<file path="src/rtl/pip_pkg.sv">
`default_nettype none

package pip_pkg;

    localparam int MAX_VERTICES = 16;
    localparam int COORD_W      = 16;
    localparam int DIFF_W       = COORD_W + 1;
    localparam int PROD_W       = 2 * DIFF_W;
    localparam int VIDX_W       = 4;
    localparam int VCNT_W       = 5;
    localparam int IDX_W        = (MAX_VERTICES > 1) ? $clog2(MAX_VERTICES) : 1;
    localparam int CNT_W        = ($clog2(MAX_VERTICES + 1) > VCNT_W) ?
                                  $clog2(MAX_VERTICES + 1) : VCNT_W;
    localparam logic [VCNT_W-1:0] VCNT_RESET = VCNT_W'(3);

    localparam logic OP_LOAD = 1'b0;
    localparam logic OP_TEST = 1'b1;

    typedef struct packed {
        logic busy;
        logic toggle_vld;
        logic toggle;
    } edge_stat_t;

endpackage

`default_nettype wire

</file>
<file path="src/rtl/pip_edge_unit.sv">
`default_nettype none

module pip_edge_unit (
    input  wire logic                               clk,
    input  wire logic                               rst_n,
    input  wire logic                               in_vld,
    input  wire logic signed [pip_pkg::COORD_W-1:0] px,
    input  wire logic signed [pip_pkg::COORD_W-1:0] py,
    input  wire logic signed [pip_pkg::COORD_W-1:0] xi,
    input  wire logic signed [pip_pkg::COORD_W-1:0] yi,
    input  wire logic signed [pip_pkg::COORD_W-1:0] xj,
    input  wire logic signed [pip_pkg::COORD_W-1:0] yj,
    output pip_pkg::edge_stat_t                     stat
);

    logic                              s1_vld_reg;
    logic                              s1_straddle_reg;
    logic signed [pip_pkg::DIFF_W-1:0] s1_dy_reg;
    logic signed [pip_pkg::DIFF_W-1:0] s1_a_reg;
    logic signed [pip_pkg::DIFF_W-1:0] s1_b_reg;
    logic signed [pip_pkg::DIFF_W-1:0] s1_c_reg;

    logic                              s2_vld_reg;
    logic                              s2_straddle_reg;
    logic                              s2_dy_pos_reg;
    logic signed [pip_pkg::PROD_W-1:0] s2_lhs_reg;
    logic signed [pip_pkg::PROD_W-1:0] s2_rhs_reg;

    logic signed [pip_pkg::DIFF_W-1:0] px_e;
    logic signed [pip_pkg::DIFF_W-1:0] py_e;
    logic signed [pip_pkg::DIFF_W-1:0] xi_e;
    logic signed [pip_pkg::DIFF_W-1:0] yi_e;
    logic signed [pip_pkg::DIFF_W-1:0] xj_e;
    logic signed [pip_pkg::DIFF_W-1:0] yj_e;

    assign px_e = $signed({px[pip_pkg::COORD_W-1], px});
    assign py_e = $signed({py[pip_pkg::COORD_W-1], py});
    assign xi_e = $signed({xi[pip_pkg::COORD_W-1], xi});
    assign yi_e = $signed({yi[pip_pkg::COORD_W-1], yi});
    assign xj_e = $signed({xj[pip_pkg::COORD_W-1], xj});
    assign yj_e = $signed({yj[pip_pkg::COORD_W-1], yj});

    always_ff @(posedge clk or negedge rst_n)
    begin
        if (!rst_n)
        begin
            s1_vld_reg <= 1'b0;
            s2_vld_reg <= 1'b0;
        end
        else
        begin
            s1_vld_reg <= in_vld;
            s2_vld_reg <= s1_vld_reg;
        end
    end

    // stage 1: side test and differences
    always_ff @(posedge clk)
    begin
        s1_straddle_reg <= (yi > py) != (yj > py);
        s1_dy_reg       <= yj_e - yi_e;
        s1_a_reg        <= px_e - xi_e;
        s1_b_reg        <= xj_e - xi_e;
        s1_c_reg        <= py_e - yi_e;
    end

    // stage 2: cross products
    always_ff @(posedge clk)
    begin
        s2_straddle_reg <= s1_straddle_reg;
        s2_dy_pos_reg   <= !s1_dy_reg[pip_pkg::DIFF_W-1] && (|s1_dy_reg);
        s2_lhs_reg      <= s1_a_reg * s1_dy_reg;
        s2_rhs_reg      <= s1_b_reg * s1_c_reg;
    end

    assign stat.busy       = s1_vld_reg | s2_vld_reg;
    assign stat.toggle_vld = s2_vld_reg;
    assign stat.toggle     = s2_straddle_reg &&
                             (s2_dy_pos_reg ? (s2_lhs_reg < s2_rhs_reg)
                                            : (s2_lhs_reg > s2_rhs_reg));

endmodule

`default_nettype wire

</file>
<file path="config.mk">
export PLATFORM = sky130hd
export DESIGN_NAME = pip_edge_unit
export DESIGN_NICKNAME = d
export VERILOG_FILES = /design/src/rtl/pip_pkg.sv /design/src/rtl/pip_edge_unit.sv
export SDC_FILE = /design/constraint.sdc
export NUM_CORES = 2
export LEC_CHECK = 0
export BUFFER_PORTS_ARGS = -buffer_cell sky130_fd_sc_hd__clkbuf_2
export CAP_MARGIN = 0
export CORE_MARGIN = 3
export CORE_UTILIZATION = 63
export DETAILED_ROUTE_END_ITERATION = 12
export GPL_TIMING_DRIVEN = 0
export HOLD_SLACK_MARGIN = 0.05
export PLACE_DENSITY = 0.81
export SYNTH_ARGS = -nofsm -noshare
export SYNTH_HDL_FRONTEND = slang
export SYNTH_SLANG_ARGS = --single-unit
</file>
<file path="constraint.sdc">
create_clock -name clk -period 8.1 [get_ports clk]
set_clock_uncertainty 0.15 [all_clocks]
set_input_delay 2.025 -clock clk [delete_from_list [all_inputs] [get_ports clk]]
set_output_delay 2.025 -clock clk [all_outputs]
set_load 0.005 [all_outputs]
</file>
### Word-level counts from Yosys, hierarchy flattened

Cells that the tools add are included.

* magnitude comparators: 4
* bitwise logic cells: 1
* mux-type cells: 1
* $add $sub $neg: 4
* multipliers: 2
* reductions and logical operators: 4
* equality and inequality tests: 1

Operator list (count)
* multiplier 17 x 17 -> 34 bit: 2
* subtractor 16 x 16 -> 17 bit: 4
* greater-than comparator 34 bit: 1
* < comparator 34 bit: 1
* greater-than comparator 16 bit: 2
* OR reduction 17 bit: 1
* logical AND 1 bit: 2
* logical NOT 1 bit: 1
* two-way mux 1 bit: 1
* != test 1 bit: 1
* bitwise OR 1 bit: 1

* output and inout port bits: 3
* register bits after elaboration: 141
* word-level logic and storage cells: 28
* input bits: 99

### Longest topological paths before layout

* depth in word-level cells: 3
* depth in mapped cells: 25
* depth with buffers taken out: 23

### Worst setup path before layout

No wires, ideal clock.

* path type: flip-flop to flip-flop
* from: register s1_dy_reg[8] (netlist bit)
* to: register s2_lhs_reg[33] (netlist bit)
* cell stages (with the launch flop): 26
* path slack: 1677 ps
* arrival time: 6155 ps
* path buffers: 3
* period minus slack after synthesis: 6423 ps
* cell sequence: dfxtp_1 clkbuf_1 clkbuf_1 nand2_1 fa_1 inv_1 fa_1 inv_1 fa_1 inv_1 fa_1 fa_1 inv_1 fa_1 inv_1 ha_1 buf_2 and4_4 and3_4 a31oi_1 a21oi_1 or3_1 a311o_1 a21o_1 a21oi_2 xnor2_1

* longest elaborated chain between the ends: 1

Ends and longest elaborated chain
* start: declaration: line pip_edge_unit.sv:18 `logic signed [pip_pkg::DIFF_W-1:0] s1_dy_reg;`
* start signal: assignment: line pip_edge_unit.sv:61 `s1_dy_reg <= yj_e - yi_e;`
* multiplier 17 x 17 -> 34 bit: line pip_edge_unit.sv:72 `s2_lhs_reg <= s1_a_reg * s1_dy_reg;`
* end signal: assignment: line pip_edge_unit.sv:72
* end: declaration: line pip_edge_unit.sv:26 `logic signed [pip_pkg::PROD_W-1:0] s2_lhs_reg;`

No other way between the ends.

### Final worst setup path

* from: register s1_dy_reg[10] (netlist bit)
* to: register s2_lhs_reg[33] (netlist bit)

Same word-level chain as after synthesis.

==> impl_metrics.toml <==
[outcome]
run_status = "finished, final reports clean"

[synth]
synth_common_cells = "inv_1, fa_1, nand2_1"
syn-num-nets = 4058
syn_inst = 3078
ys_ff_latch = 141
synth_area_leaders = "fa_1, ha_1, dfxtp_1"
seq_area_frac_synth_pct = 9.92
syn_avg_cell_area_um2 = 9.28
synth.distinct_cells = 63
yosysTopAreaCell = "fa_1"
syn-cell-area_um2 = 28600
synth_top_area_share_pct = 41.8
ys_warn_count = 0
synth_flop_cell = "dfxtp_1"
synth_edf_count = 0
synth.most_common_cell = "inv_1"
ys_async_sr_fraction_pct = 1.42

[clock_network]
cts.path.max_buffers = 2
path_clk_slew_ns = 0.06
cts_root_buf = "clkbuf_16"
cts_buffers = 17
cts_htree_levels = 4
post-cts-setup-buffer-count = 0
clk_latency_ns = 0.43
cts_tree = "done"
cts.sinks = 141

[critical_path]
cp-end-kind = "flop"
start_kind = "flop"
rrSetupSlack_ns = 0.50
critical_path_class = "flop to flop"
crit_arrival_ns = 7.77
cp_max_fo = 10
required_ns = 8.27

[timing]
timing.fmax_mhz = 132
slew_viol_final = 0
hold_viol = 0
relSlewSlack_pct = 20.1
period_needed_ns = 7.60
finalSetupTns_ns = 0
finalSetupViolations = 0
rsz0062_at_grt = "false"
tightest_slew_ns = 1.17
final.period_utilization_pct = 93.8

[job]
drv_cap = 0

[floorplan]
pin_count = 102
die_x_um = 219
core_um2 = 44500
start_util_pct = 64.2
die_h_um = 219
dieArea_um2 = 47900
rows = 77

[global_routing]
antenna_found_initial = 4
use_met3_pct = 7.03
grt_util_all_layers_pct = 31.4
use_met2_pct = 53.1
grt_max_degree = 17
grt_pass1_vias = 23833
grt.overflow.total = 0
grt_use_met1_pct = 39.9
grt_pass1_wl_um = 117000
grt_busiest_layer = "met2"

[layout]
area_growth_pct = 6.44
postLayoutCoreUtil_pct = 68.3
final_area_um2 = 30400
final.fill_count = 3503
nNetsFinal = 4176
drive_gt1_share_pct = 4.80
antenna_cells = 0

[route]
wire_per_inst_um = 18.7
vias_per_cell = 5.64
drc_errors = 0
route.vias.total = 21443
ant_nets = 0
drt_wl_total_um = 71100
dr.pass1.iters = 5
drt_iter0_markers = 1235

[placed_design]
placed_cell_area_um2 = 29800
place_hpwl_um = 61900
numPortBuffers = 101
gp_congestion = 1.04

[hold_path]
hold_class = "flop to flop"
## worst max-delay path, stage by stage, from the launching register on
cell,delay [ns]
dfxtp_1,0.31
clkbuf_1,0.56
clkbuf_1,0.52
nand2_1,0.14
fa_1,0.51
inv_1,0.05
fa_1,0.49
fa_1,0.60
fa_1,0.46
fa_1,0.49
inv_1,0.05
fa_1,0.48
inv_1,0.04
ha_1,0.25
buf_2,0.18
and4_4,0.21
and3_4,0.18
a31oi_1,0.32
a21oi_1,0.18
or3_1,0.44
a311o_1,0.31
a21o_1,0.21
a21oi_2,0.15
xnor2_1,0.19
## kinds of logic after synthesis
| kind of cell | synth area share (%) |
|---|---|
| buf+inv | 10.5 |
| compound gates | 6.77 |
| simple gates | 14.8 |
| fa+ha+maj | 54.3 |
| xor+xnor | 3.68 |
| flops | 9.92 |
| mux | 0.0701 |
## final cells by class
cell class	instances	area (um^2)	share of cell area, %
multi-input combinational	2142	22700	74.8
sequential	141	2830	9.32
inverter	709	2660	8.75
tap	592	741	2.44
timing repair buffer	101	505	1.66
clock buffer	19	433	1.42
buffer	84	323	1.06
clock inverter	13	165	0.543
## metal layers
| metal | up-vias | part of all wire (%) |
|---|---|---|
| li1 | 9554 | - |
| met5 | - | 0.079 |
| met3 | 229 | 8.9 |
| met1 | 10815 | 38 |
| met4 | 8 | 4.0 |
| met2 | 837 | 49 |
## cells in the final DEF (no fill, tap or decap), drive strengths merged, types with 5 or more instances in the layout
cell type / instances
dfxtp: 139
nand4: 13
a21o: 37
ha: 285
nand3: 23
xor2: 21
or2: 6
fa: 596
nor4: 5
clkbuf: 199
o21bai: 10
a21boi: 7
or3: 13
a211o: 6
buf: 5
and3: 14
a211oi: 10
nor3: 27
inv: 711
nor2: 92
o22ai: 5
nand2: 315
nand2b: 19
o21a: 17
xnor2: 99
a31o: 5
nor2b: 18
a2111oi: 10
a31oi: 9
a21oi: 91
and2: 296
o21ai: 53
## path summary, 6_finish.rpt
check	start	endpoint	cells past startpoint
setup reg to reg	s1_dy_reg[10]	s2_lhs_reg[33]	23
hold / removal	s1_straddle_reg	s2_straddle_reg	0
hold reg to reg	s1_straddle_reg	s2_straddle_reg	0
max in group asynchronous	rst_n	s1_vld_reg	1
setup / recovery	s1_dy_reg[10]	s2_lhs_reg[33]	23
min in group asynchronous	rst_n	s2_vld_reg	1
## metrics by stage
| stage | hold slack [ns] | std cells | worst slack (ns) |
|---|---|---|---|
| 2_1_floorplan | 0.160 | 3078 | 1.68 |
| 3_3_place_gp | 0.160 | 3771 | 0.414 |
| 3_5_place_dp | 0.165 | 3771 | 0.409 |
| 4_1_cts | 0.179 | 3803 | 0.392 |
| 5_1_grt | 0.183 | 3801 | 0.156 |
| 6_report | 0.177 | 3801 | 0.503 |
## timing repair
item	in CTS	in global routing
hold buffers	0	0
hold endpoints to repair	0	0
setup endpoints to repair	0	2
resized for setup	0	1
Power is left out: the tool's default activity adds up to more than one toggle a clock period on the data nets, which glitch-free logic cannot reach.
